File: config.mk
export PLATFORM = sky130hd
export DESIGN_NAME = wa_ctrl
export DESIGN_NICKNAME = d
export VERILOG_FILES = /design/src/wa_pkg.sv /design/src/wa_ctrl.sv
export SDC_FILE = /design/constraint.sdc
export NUM_CORES = 1
export LEC_CHECK = 0
export ABC_AREA = 0
export BUFFER_PORTS_ARGS = -buffer_cell sky130_fd_sc_hd__clkbuf_2
export CAP_MARGIN = 25
export CORE_ASPECT_RATIO = 1.2
export CORE_UTILIZATION = 40
export CTS_CLUSTER_SIZE = 24
export DETAILED_ROUTE_END_ITERATION = 7
export GPL_ROUTABILITY_DRIVEN = 0
export GPL_TIMING_DRIVEN = 0
export MAX_ROUTING_LAYER = met4
export PLACE_DENSITY = 0.68
export SLEW_MARGIN = 25
export SYNTH_ARGS = -nofsm -noshare
export SYNTH_HDL_FRONTEND = slang
export SYNTH_SLANG_ARGS = --single-unit
export TNS_END_PERCENT = 1
File: constraint.sdc
create_clock -name clk -period 3.3 [get_ports clk]
set_clock_uncertainty 0.1 [all_clocks]
set_input_delay 0.825 -clock clk [delete_from_list [all_inputs] [get_ports clk]]
set_output_delay 0.825 -clock clk [all_outputs]
set_load 0.1 [all_outputs]
File: src/wa_pkg.sv
// Shared types and constants for the word-analogy argmax search block.
// Used by the controller, the datapath and the divider.
package wa_pkg;

  // Fixed field widths of the stream payload and the configuration registers
  localparam int FIELD_WORD_W = 10;
  localparam int FIELD_ELEM_W = 7;
  localparam int FIELD_VAL_W  = 16;
  localparam int IN_DATA_W    = 64;
  localparam int OUT_DATA_W   = 24;
  localparam int CFG_DATA_W   = 11;
  localparam int LIMIT_W      = 11;
  localparam int LENGTH_W     = 8;

  // Field offsets within s_tdata
  localparam int OFS_LOAD_WORD = 0;
  localparam int OFS_LOAD_ELEM = 10;
  localparam int OFS_VALUE     = 17;
  localparam int OFS_WORD_A    = 33;
  localparam int OFS_WORD_B    = 43;
  localparam int OFS_WORD_C    = 53;

  // Score arithmetic
  localparam int SIM_W = 32;
  localparam int ADD_W = 34;
  localparam int NUM_W = 64;
  localparam int DEN_W = 47;
  localparam int Q_W   = 32;
  localparam int DEN_SHIFT = 14;
  localparam logic signed [SIM_W:0] EPS_Q30 = 33'sd1073742;
  localparam logic signed [SIM_W:0] HALF_Q30 = 33'sd1073741824;

  localparam int DRAIN_CYCLES = 2;

  typedef enum logic {
    CMD_LOAD  = 1'b0,
    CMD_QUERY = 1'b1
  } cmd_code_t;

  typedef enum logic {
    CFG_VOCAB_LIMIT   = 1'b0,
    CFG_VECTOR_LENGTH = 1'b1
  } cfg_reg_t;

  typedef enum logic [1:0] {
    SLOT_A = 2'd0,
    SLOT_B = 2'd1,
    SLOT_C = 2'd2
  } slot_t;

  typedef struct packed {
    logic  latch_in;
    logic  best_clr;
    logic  mem_we;
    logic  copy_rd;
    slot_t copy_slot;
    logic  scan_rd;
    logic  acc_clr;
    logic  score_sims;
    logic  score_mul;
    logic  div_start;
    logic  cmp;
    logic  emit;
  } wa_cmd_t;

  typedef struct packed {
    logic skip;
    logic div_done;
  } wa_stat_t;

endpackage

File: src/wa_ctrl.sv
// Controller: configuration registers, handshake and the query sequencer state machine.
// Drives the datapath through wa_pkg::wa_cmd_t and reads wa_pkg::wa_stat_t.
module wa_ctrl #(
  parameter int MAX_WORDS = 1024,
  parameter int MAX_DIM   = 128
) (
  input  logic                              clk,
  input  logic                              rst,
  input  logic                              cfg_we,
  input  logic                              cfg_index,
  input  logic [wa_pkg::CFG_DATA_W-1:0]     cfg_wdata,
  input  logic                              s_tvalid,
  input  logic                              s_tuser,
  output logic                              s_tready,
  output logic                              m_tvalid,
  input  logic                              m_tready,
  output wa_pkg::wa_cmd_t                   cmd,
  input  wa_pkg::wa_stat_t                  stat,
  output logic [((MAX_WORDS > 1) ? $clog2(MAX_WORDS) : 1)-1:0] id_out,
  output logic [((MAX_DIM > 1) ? $clog2(MAX_DIM) : 1)-1:0]     idx
);

  localparam int WORD_W = (MAX_WORDS > 1) ? $clog2(MAX_WORDS) : 1;
  localparam int DIM_W  = (MAX_DIM > 1) ? $clog2(MAX_DIM) : 1;
  localparam int IDW    = $clog2(MAX_WORDS + 1);
  localparam int LENW   = $clog2(MAX_DIM + 1);

  typedef enum logic [3:0] {
    ST_IDLE, ST_LOAD, ST_COPY, ST_COPY_WAIT, ST_CAND, ST_SCAN, ST_DRAIN,
    ST_SIMS, ST_MUL, ST_DIV, ST_DIV_WAIT, ST_CMP, ST_DONE
  } state_t;

  state_t                         state;
  logic [wa_pkg::LIMIT_W-1:0]     vocab_limit;
  logic [wa_pkg::LENGTH_W-1:0]    vector_length;
  logic [IDW-1:0]                 limit_eff, id;
  logic [LENW-1:0]                len_eff;
  wa_pkg::slot_t                  slot;
  logic [1:0]                     dcnt;
  logic                           accept, idx_last, out_free;

  assign limit_eff = (32'(vocab_limit) > MAX_WORDS) ? IDW'(MAX_WORDS) : IDW'(vocab_limit);
  assign len_eff   = (32'(vector_length) > MAX_DIM) ? LENW'(MAX_DIM) : LENW'(vector_length);
  assign s_tready  = (state == ST_IDLE);
  assign accept    = s_tvalid && s_tready;
  assign idx_last  = 32'(idx) == 32'(len_eff) - 1;
  assign out_free  = !m_tvalid || m_tready;
  assign id_out    = WORD_W'(id);

  always_ff @(posedge clk) begin
    if (rst) begin
      vocab_limit   <= wa_pkg::LIMIT_W'(1024);
      vector_length <= wa_pkg::LENGTH_W'(128);
    end else if (cfg_we) begin
      unique case (wa_pkg::cfg_reg_t'(cfg_index))
        wa_pkg::CFG_VOCAB_LIMIT:   vocab_limit   <= cfg_wdata;
        wa_pkg::CFG_VECTOR_LENGTH: vector_length <= cfg_wdata[wa_pkg::LENGTH_W-1:0];
      endcase
    end
  end

  always_comb begin
    cmd = '0;
    cmd.copy_slot  = slot;
    cmd.latch_in   = accept;
    cmd.best_clr   = accept && (s_tuser == wa_pkg::CMD_QUERY);
    cmd.mem_we     = (state == ST_LOAD);
    cmd.copy_rd    = (state == ST_COPY);
    cmd.scan_rd    = (state == ST_SCAN);
    cmd.acc_clr    = (state == ST_CAND);
    cmd.score_sims = (state == ST_SIMS);
    cmd.score_mul  = (state == ST_MUL);
    cmd.div_start  = (state == ST_DIV);
    cmd.cmp        = (state == ST_CMP);
    cmd.emit       = (state == ST_DONE) && out_free;
  end

  always_ff @(posedge clk) begin
    if (rst) begin
      state    <= ST_IDLE;
      m_tvalid <= 1'b0;
      id       <= '0;
      idx      <= '0;
      slot     <= wa_pkg::SLOT_A;
      dcnt     <= '0;
    end else begin
      if (cmd.emit)    m_tvalid <= 1'b1;
      else if (m_tready) m_tvalid <= 1'b0;

      unique case (state)
        ST_IDLE: begin
          if (accept) begin
            id   <= '0;
            idx  <= '0;
            slot <= wa_pkg::SLOT_A;
            if (s_tuser == wa_pkg::CMD_LOAD) state <= ST_LOAD;
            else if (len_eff == '0)          state <= ST_CAND;
            else                             state <= ST_COPY;
          end
        end
        ST_LOAD: state <= ST_IDLE;
        ST_COPY: begin
          if (idx_last) begin
            idx <= '0;
            if (slot == wa_pkg::SLOT_C) state <= ST_COPY_WAIT;
            else slot <= wa_pkg::slot_t'(slot + 2'd1);
          end else begin
            idx <= idx + 1'b1;
          end
        end
        ST_COPY_WAIT: state <= ST_CAND;
        ST_CAND: begin
          idx <= '0;
          if (id == limit_eff)     state <= ST_DONE;
          else if (stat.skip)      id <= id + 1'b1;
          else if (len_eff == '0)  state <= ST_SIMS;
          else                     state <= ST_SCAN;
        end
        ST_SCAN: begin
          if (idx_last) begin
            dcnt  <= '0;
            state <= ST_DRAIN;
          end else begin
            idx <= idx + 1'b1;
          end
        end
        ST_DRAIN: begin
          // wait for the read and multiply stages to reach the accumulators
          dcnt <= dcnt + 1'b1;
          if (32'(dcnt) == wa_pkg::DRAIN_CYCLES - 1) state <= ST_SIMS;
        end
        ST_SIMS:     state <= ST_MUL;
        ST_MUL:      state <= ST_DIV;
        ST_DIV:      state <= ST_DIV_WAIT;
        ST_DIV_WAIT: if (stat.div_done) state <= ST_CMP;
        ST_CMP: begin
          id    <= id + 1'b1;
          state <= ST_CAND;
        end
        ST_DONE: if (out_free) state <= ST_IDLE;
        default: state <= ST_IDLE;
      endcase
    end
  end

endmodule

## Word-level counts from Yosys, hierarchy flattened

Index checks and enable logic that the tools add are counted.

| storage, ports and cells | value |
|---|---|
| output and inout bits | 32 |
| input bits | 20 |
| flip-flop bits (word level) | 46 |
| logic and storage cells | 95 |

| cells by class | value |
|---|---|
| order comparisons | 2 |
| equal/unequal tests | 28 |
| reduce and logical (&&, ||, !) cells | 20 |
| muxes and demuxes | 31 |
| bitwise logic cells | 1 |
| $add $sub $neg | 5 |

Operators with widths:

| kind | count |
|---|---|
| 2-to-1 mux 11 bit | 4 |
| one-hot mux 4 bit (11 select lines) | 1 |
| 2-to-1 mux 4 bit | 9 |
| one-hot mux 11 bit (3 select lines) | 1 |
| == test 7 x 32 -> 1 bit | 1 |
| one-hot mux 7 bit (4 select lines) | 1 |
| 2-to-1 mux 7 bit | 3 |
| == test 4 bit (second input constant) | 5 |
| == test 4 x 3 -> 1 bit (second input constant) | 4 |
| != test 2 bit (second input constant) | 6 |
| adder 11 x 1 -> 11 bit (second input constant) | 1 |
| == test 11 bit | 1 |
| > comparator 11 bit (second input constant) | 1 |
| 2-to-1 mux 2 bit | 5 |
| != test 2 x 1 -> 1 bit (second input constant) | 5 |
| subtractor 8 x 1 -> 9 bit (second input constant) | 1 |
| == test 4 x 2 -> 1 bit (second input constant) | 2 |
| > comparator 8 bit (second input constant) | 1 |
| zero test 8 bit | 1 |
| 2-to-1 mux 8 bit | 1 |
| one-hot mux 2 bit (2 select lines) | 2 |
| AND reduction 4 bit | 2 |
| AND reduction 8 bit | 1 |
| adder 7 x 1 -> 7 bit (second input constant) | 1 |
| other kinds (18) | 27 |

## Longest topological paths before layout

Gate-level depths: netlist (run 1).

| depth | value |
|---|---|
| word-level depth | 7 |
| depth in mapped cells | 11 |
| mapped depth without buffers | 9 |

## Least setup slack after synthesis (run 1)

Ideal clock, no wire load.

| timing | value |
|---|---|
| kind | reg-to-output |
| start point | register state[2] |
| end point | output port cmd[10] in the netlist's numbering |
| data required time | 2.375 ns |
| arrival | 2.749 ns |
| buffers on the path | 2 |
| stages on the path, launching flop included | 4 |
| setup slack | -0.374 ns |
| cells stage by stage | dfxtp_1 -> clkbuf_1 -> clkbuf_1 -> nor3_1 |

RTL lines:

| element | line | source |
|---|---|---|
| start, declared | wa_ctrl.sv:33 | `state_t state;` |
| start signal, assigned | wa_ctrl.sv:80 | `state <= ST_IDLE;` |
| start signal, assigned | wa_ctrl.sv:96 | `if (s_tuser == wa_pkg::CMD_LOAD) state <= ST_LOAD;` |
| start signal, assigned | wa_ctrl.sv:97 | `else if (len_eff == '0) state <= ST_CAND;` |
| end, declared | wa_ctrl.sv:17 | `output wa_pkg::wa_cmd_t cmd,` |

==> impl_metrics.json, run 1 <==
{
  "finish.net_count": 482,
  "antennaDiodeCount": 0,
  "tritoncts.num_buffers": 5,
  "avgSynthCellArea_um2": 7.45,
  "use_met2": 0.367,
  "swShare": 0.422,
  "route.vias.total": 2962,
  "min_delay_path_class": "flop to flop",
  "synthDistinctLibCells": 57,
  "worst_path_max_delay_cell": "sky130_fd_sc_hd__or3b_2",
  "synth_fp_nets": 424,
  "synthesis.area_um2": 2970,
  "power.static_leakage_nw": 1.37,
  "synthFlopType": "sky130_fd_sc_hd__dfxtp_1",
  "vdd_drop_max_mv": 0.306,
  "ys_seq_elements": 46,
  "grt_pass1_wl_um": 12200,
  "non_filler_instance_count_after_layout": 548,
  "postSynth.asyncResetShare": 0,
  "synth_edf_count": 0,
  "grt_pass1_vias": 2701,
  "max-clock-path-buffers": 2,
  "part_of_the_cycle_the_worst_path_needs": 0.934,
  "core-area_um2": 7230,
  "drtAntennaViolNets": 0,
  "p_int_uw": 974,
  "preCtsSetupSlack_ps": 476,
  "maxClockFrequency_mhz": 324,
  "yosysSeqAreaShare": 0.310,
  "arrival_ps": 2160,
  "floorplan.initialDensity": 0.411,
  "grtUsageMet1": 0.240,
  "dp_hpwl_um": 5650,
  "timing.max_cap.violations": 0,
  "worst_setup_hold_path_clk_slew_ps": 90,
  "tritoncts": "built",
  "critical_path_required_ps": 2370,
  "dr.pass1.iters": 4,
  "worst_pin_slew_ps": 628,
  "wl_um": 7460,
  "fin_util": 0.479,
  "power_density_nw_per_um2": 486,
  "worst_hold_slack_ps": 378,
  "crit_chain": "clkbuf_1 -> nand2b_1 -> or3b_2 -> nor2b_1 -> clkbuf_2",
  "drt_drc_violations_left": 0,
  "rows": 34,
  "routedWlPerCell_um": 13.6,
  "post-route-min-period_ps": 3080,
  "via_per_inst": 5.41,
  "power.clock.fraction": 0.261,
  "layout_area_growth_over_synthesis_pct": 16.5,
  "yosys_warnings": 0,
  "layout-drive-gt1-share": 0.203,
  "initial_antenna_violation_count": 0,
  "total_switching_power_uw": 710,
  "io_pins": 52,
  "insertion_delay_ps": 310,
  "finalSetupViolCount": 0,
  "post-cts-setup-buffer-count": 0,
  "ctsResizeCount": 0,
  "timing_max_transition_violations_final": 0,
  "placed_area_um2": 3350,
  "port_buffers": 51,
  "grt.total_usage": 0.208,
  "post-route-cell-area_um2": 3460,
  "cp-start-kind": "flop",
  "synth_cells": 399,
  "globalRoute.busiestLayer": "met2",
  "power.sequential.fraction": 0.365,
  "grt_remaining_overflow": 0,
  "setup_repair_after_global_routing_missed_its_margin": "no",
  "slowest_stage_delay_cp_ps": 500,
  "maxSlewHeadroom": 0.581,
  "drt_first_iter_violations": 164,
  "cts-htree-levels": 2,
  "cts.root.buffer_cell": "sky130_fd_sc_hd__clkbuf_8",
  "timing_hold_violations_final": 0,
  "combPwrFrac": 0.375,
  "postCtsHoldBufs": 0,
  "die_y_um": 96.5,
  "worstPathMaxFanout": 9,
  "status": "finished, final reports clean",
  "global_route.usage.met3": 0.0329,
  "criticalPathCategory": "flop to primary output",
  "pin_count_of_the_biggest_net_entering_global_routing": 17,
  "floorplan.die_area_um2": 7790,
  "dieWidth_um": 80.7,
  "finalSetupTns_ps": 0,
  "worstSetupEndpointType": "primary output",
  "clkSinkCount": 46,
  "post_route_worst_setup_slack_ps": 217,
  "report.power.total_mw": 1.68,
  "place_inst": 540
}
[path summary, 6_finish.rpt]
check	startpoint	to	slack, ps	cells after the start
setup / recovery	state[2]	cmd[0]	220	5
hold / removal	vocab_limit[8]	vocab_limit[8]	380	2
setup reg to reg	vector_length[7]	state[2]	440	10
hold reg to reg	vocab_limit[8]	vocab_limit[8]	380	2
[power groups by stage]
stage | registers [mW] | clock network, mW | logic, mW
final | 0.614 | 0.439 | 0.631
after global routing | 0.619 | 0.473 | 0.684
after CTS | 0.614 | 0.451 | 0.630
after detailed placement | 0.626 | 0 | 0.628
after global placement | 0.627 | 0 | 0.624
after floorplan | 0.660 | 0 | 0.470
[placed cells by master (no fill, tap or decap), drive strengths merged, types with 3 or more instances in the layout]
cell,n
nand3,19
or4,6
ha,5
clkbuf,69
xor2,9
or2,3
dfxtp,46
o21a,3
nor3,7
inv,14
buf,19
o211ai,7
xnor2,6
nor4,8
nand2b,13
a21oi,38
o22ai,4
and2,4
or3,6
mux2i,5
nand2,52
o21ai,16
nor2b,3
nand3b,4
nor2,46
and3,3
a211o,4
a211oi,4
[synthesized netlist by cell type (all sizes together), types with 4 or more instances]
cell     n  area share
a211o    4       0.012
a211oi   4       0.010
a21oi   38       0.068
and2     4      0.0084
buf     19       0.044
clkbuf  13       0.016
dfxtp   46        0.31
ha       5       0.021
inv     13       0.016
mux2i    5       0.017
nand2   52       0.066
nand2b  13       0.027
nand3   19       0.032
nand3b   4       0.010
nor2    46       0.058
nor3     7       0.012
nor4     8       0.021
o211ai   7       0.018
o21ai   16       0.027
o22ai    4      0.0084
or3      6       0.013
or4      6       0.015
xnor2    6       0.018
xor2     9       0.027
[area by class of cell]
class,instances,area [um^2]
Multi-Input combinational cell,308,1830
Inverter,13,48.8
Fill cell,740,3770
Sequential cell,46,921
Timing Repair Buffer,51,255
Clock buffer,5,68.8
Tap cell,90,113
Clock inverter,3,48.8
Buffer,32,179
[cell families (layout without fill, tap and decap cells)]
group,Yosys count,count (layout),share of synthesized area
simple gates,184,184,0.313
compound gates,98,98,0.215
flops,46,46,0.310
buf+inv,45,104,0.0766
xor+xnor,15,15,0.0442
mux,6,6,0.0206
fa+ha+maj,5,5,0.0210
[registers in the layout, summed over array words and instances (netlist names)]
register	flops
vector_length	8
id	11
m_tvalid	1
idx	7
slot	2
vocab_limit	11
dcnt	2
state	4
[per-layer routing]
| metal | wire length [um] | part of all wire |
|---|---|---|
| met5 | 0 | 0 |
| met1 | 3360 | 0.45 |
| met3 | 280 | 0.038 |
| met2 | 3760 | 0.50 |
| met4 | 58 | 0.0078 |
[worst max-delay path: cells and delay by family (launching register included)]
kind          cells  cell delay, ps
simple gates      3             780
flops             1             310
buf+inv           2             760
Power figures use the tool's default switching activity.
==> run 2, diff against run 1 <==
Settings changed: ABC_AREA 0 to 1, BUFFER_PORTS_ARGS -buffer_cell sky130_fd_sc_hd__clkbuf_2 to -buffer_cell sky130_fd_sc_hd__buf_2, TNS_END_PERCENT 1 to not set.
==> impl_metrics.json, run 2 <==
{
  "status": "finished, final reports clean",
  "timing_max_transition_violations_final": 0,
  "maxSlewHeadroom": 0.607,
  "pin_count_of_the_biggest_net_entering_global_routing": 18,
  "worst_hold_startpoint": "vector_length[5]",
  "drt_drc_violations_left": 0,
  "dr.pass1.iters": 4,
  "ctsResizeCount": 0,
  "cts-htree-levels": 2,
  "grt_pass1_wl_um": 11900,
  "ys_seq_elements": 46,
  "regArea_um2": 921,
  "via_per_inst": 4.90,
  "wl_um": 7060,
  "die_y_um": 95.9,
  "power_density_nw_per_um2": 633,
  "drtAntennaViolNets": 0,
  "part_of_the_cycle_the_worst_path_needs": 0.878,
  "commonest_cells_after_routing_fill_and_taps_aside": "sky130_fd_sc_hd__nand2_1 (98), sky130_fd_sc_hd__nor2_1 (79), sky130_fd_sc_hd__inv_1 (57), sky130_fd_sc_hd__buf_2 (50), sky130_fd_sc_hd__dfxtp_1 (46)",
  "layout-drive-gt1-share": 0.179,
  "critical_path_required_ps": 2370,
  "drt_first_iter_violations": 144,
  "cp-start-kind": "flop",
  "fin_util": 0.487,
  "post-synth-top-area-fraction": 0.313,
  "yosys_warnings": 0,
  "worst_pin_slew_ps": 590,
  "max-clock-path-buffers": 2,
  "floorplan.initialDensity": 0.422,
  "yosysSeqAreaShare": 0.313,
  "multiInputGateArea_um2": 1670,
  "dp_hpwl_um": 5620,
  "finish.net_count": 543,
  "antennaDiodeCount": 0,
  "clkSinkCount": 46,
  "tritoncts.num_buffers": 5,
  "criticalPathCategory": "flop to primary output",
  "power.clock.fraction": 0.176,
  "commonest_non_fill_non_tap_cell_in_the_layout": "sky130_fd_sc_hd__nand2_1",
  "report.power.total_mw": 2.15,
  "min_delay_path_depth": 2,
  "reg2regPathDepth": 13,
  "preCtsSetupSlack_ps": 754,
  "synth_edf_count": 0,
  "finalSetupViolCount": 0,
  "synthXorXnorAreaFrac": 0.0595,
  "finalSetupTns_ps": 0,
  "main_combinational_cell_family_by_area_after_synthesis": "simple AND/OR/NAND/NOR gates",
  "grt_remaining_overflow": 0,
  "grt.total_usage": 0.202,
  "avgSynthCellArea_um2": 6.38,
  "floorplan.die_area_um2": 7700,
  "power.static_leakage_nw": 1.60,
  "worstSetupEndpointType": "primary output",
  "total_switching_power_mw": 1.12,
  "synthesis.area_um2": 2940,
  "netlist.top_cell.by_area": "sky130_fd_sc_hd__dfxtp_1",
  "timing.max_cap.violations": 0,
  "core-area_um2": 6980,
  "io_pins": 52,
  "grt_pass1_vias": 2731,
  "arrival_ps": 1970,
  "dieWidth_um": 80.3,
  "post_route_worst_setup_slack_ps": 404,
  "min_delay_path_class": "flop to flop",
  "worstReg2RegEnd": "state[0]",
  "post-route-min-period_ps": 2900,
  "synth_top_cells_by_count": "sky130_fd_sc_hd__nand2_1 (98), sky130_fd_sc_hd__nor2_1 (80), sky130_fd_sc_hd__inv_1 (57), sky130_fd_sc_hd__dfxtp_1 (46), sky130_fd_sc_hd__nand3_1 (38)",
  "setup_repair_after_global_routing_missed_its_margin": "no",
  "postSynth.asyncResetShare": 0,
  "post_synth_and_or_nand_nor_area_fraction": 0.356,
  "combPwrFrac": 0.519,
  "synth_cells": 461,
  "holdPathEnd": "vector_length[5]",
  "synth_fp_nets": 486,
  "power.sequential.fraction": 0.305,
  "synth_mux_area_frac": 0,
  "synth.most_common_cell": "sky130_fd_sc_hd__nand2_1",
  "netlist_top_cells_area": "sky130_fd_sc_hd__dfxtp_1 (31%), sky130_fd_sc_hd__nand2_1 (13%), sky130_fd_sc_hd__nor2_1 (10%)",
  "insertion_delay_ps": 310,
  "layout_area_growth_over_synthesis_pct": 15.5,
  "synthFlopType": "sky130_fd_sc_hd__dfxtp_1",
  "synthDistinctLibCells": 33,
  "worst-r2r-setup-slack_ps": 1000,
  "routedWlPerCell_um": 11.6,
  "postCtsHoldBufs": 0,
  "post-cts-setup-buffer-count": 0,
  "synthAdderAreaFrac": 0.0213,
  "timing_hold_violations_final": 0,
  "cts.root.buffer_cell": "sky130_fd_sc_hd__clkbuf_8",
  "tritoncts": "built",
  "maxClockFrequency_mhz": 345,
  "final.fill_count": 739,
  "top_regs": "id: 11 flops, vocab_limit: 11 flops, vector_length: 8 flops",
  "synth-compound-area-share": 0.131,
  "rows": 33,
  "worstPathMaxFanout": 6,
  "worst_setup_hold_path_clk_slew_ps": 100,
  "p_int_mw": 1.03,
  "port_buffers": 50,
  "route.vias.total": 2968,
  "swShare": 0.521,
  "reg2reg_from": "vector_length[7]",
  "initial_antenna_violation_count": 0,
  "vdd_drop_max_mv": 0.434
}
run 2: cell count changes after synthesis, sizes merged, moves of 7 or more:
cell    delta
o21ai      +9
nand2b    -13
nand2     +53
nand3     +19
xor2       +7
clkbuf     -7
inv       +45
nor2      +39
a21oi      -7
run 2: metrics by stage:
| step | instances | area, um^2 | hold slack [ps] |
|---|---|---|---|
| floorplan | 461 | 2940 | 330 |
| global placement | 598 | 3300 | 344 |
| detailed placement | 598 | 3300 | 356 |
| CTS | 606 | 3400 | 371 |
| global route | 606 | 3400 | 383 |
| finish | 606 | 3400 | 366 |
run 2: layer usage:
metal,vias to the layer above,GRT usage,wire (um)
li1,1576,-,-
met1,1320,0.226,3180
met2,62,0.362,3550
met3,10,0.0379,227
met4,0,0.0655,98
met5,-,-,0
run 2: area by class of cell:
| cell class | count | share of cell area |
|---|---|---|
| inverters | 58 | 0.0641 |
| flip-flops and latches | 46 | 0.271 |
| repair buffers | 50 | 0.0736 |
| plain buffers | 20 | 0.0387 |
| multi-input cells | 337 | 0.493 |
| clock buffers | 5 | 0.0203 |
| clock inverters | 3 | 0.00773 |
| well taps | 87 | 0.0320 |
run 2: power groups by stage:
| stage | clock [mW] | sequential, mW | combinational [mW] |
|---|---|---|---|
| after CTS | 0.395 | 0.656 | 1.11 |
| after global placement | 0 | 0.667 | 1.10 |
| after detailed placement | 0 | 0.669 | 1.11 |
| final | 0.378 | 0.657 | 1.12 |
| after global routing | 0.407 | 0.665 | 1.22 |
| after floorplan | 0 | 0.737 | 0.844 |
run 2: critical path, stage by stage (launching register included):
cell and delay (ps):
sky130_fd_sc_hd__dfxtp_1 410, sky130_fd_sc_hd__inv_1 60, sky130_fd_sc_hd__nor2_1 180, sky130_fd_sc_hd__inv_1 140, sky130_fd_sc_hd__nor2_1 370, sky130_fd_sc_hd__buf_2 510
run 2: worst max-delay path by stage:
stage / from / endpoint / slack (ps)
2_1_floorplan: state[1] / cmd[11] / 80
3_3_place_gp: state[2] / cmd[5] / 770
3_5_place_dp: state[2] / cmd[5] / 750
4_1_cts: state[2] / cmd[5] / 400
5_1_grt: state[2] / cmd[5] / 280
6_report: state[2] / cmd[5] / 400
run 2: cell families after synthesis:
family                   count (synthesis)
adder cells (fa/ha/maj)                  5
XOR/XNOR                                20
AO/OA/AOI/OAI                           67
buffers and inverters                   78
AND/OR/NAND/NOR                        245
flip-flops                              46
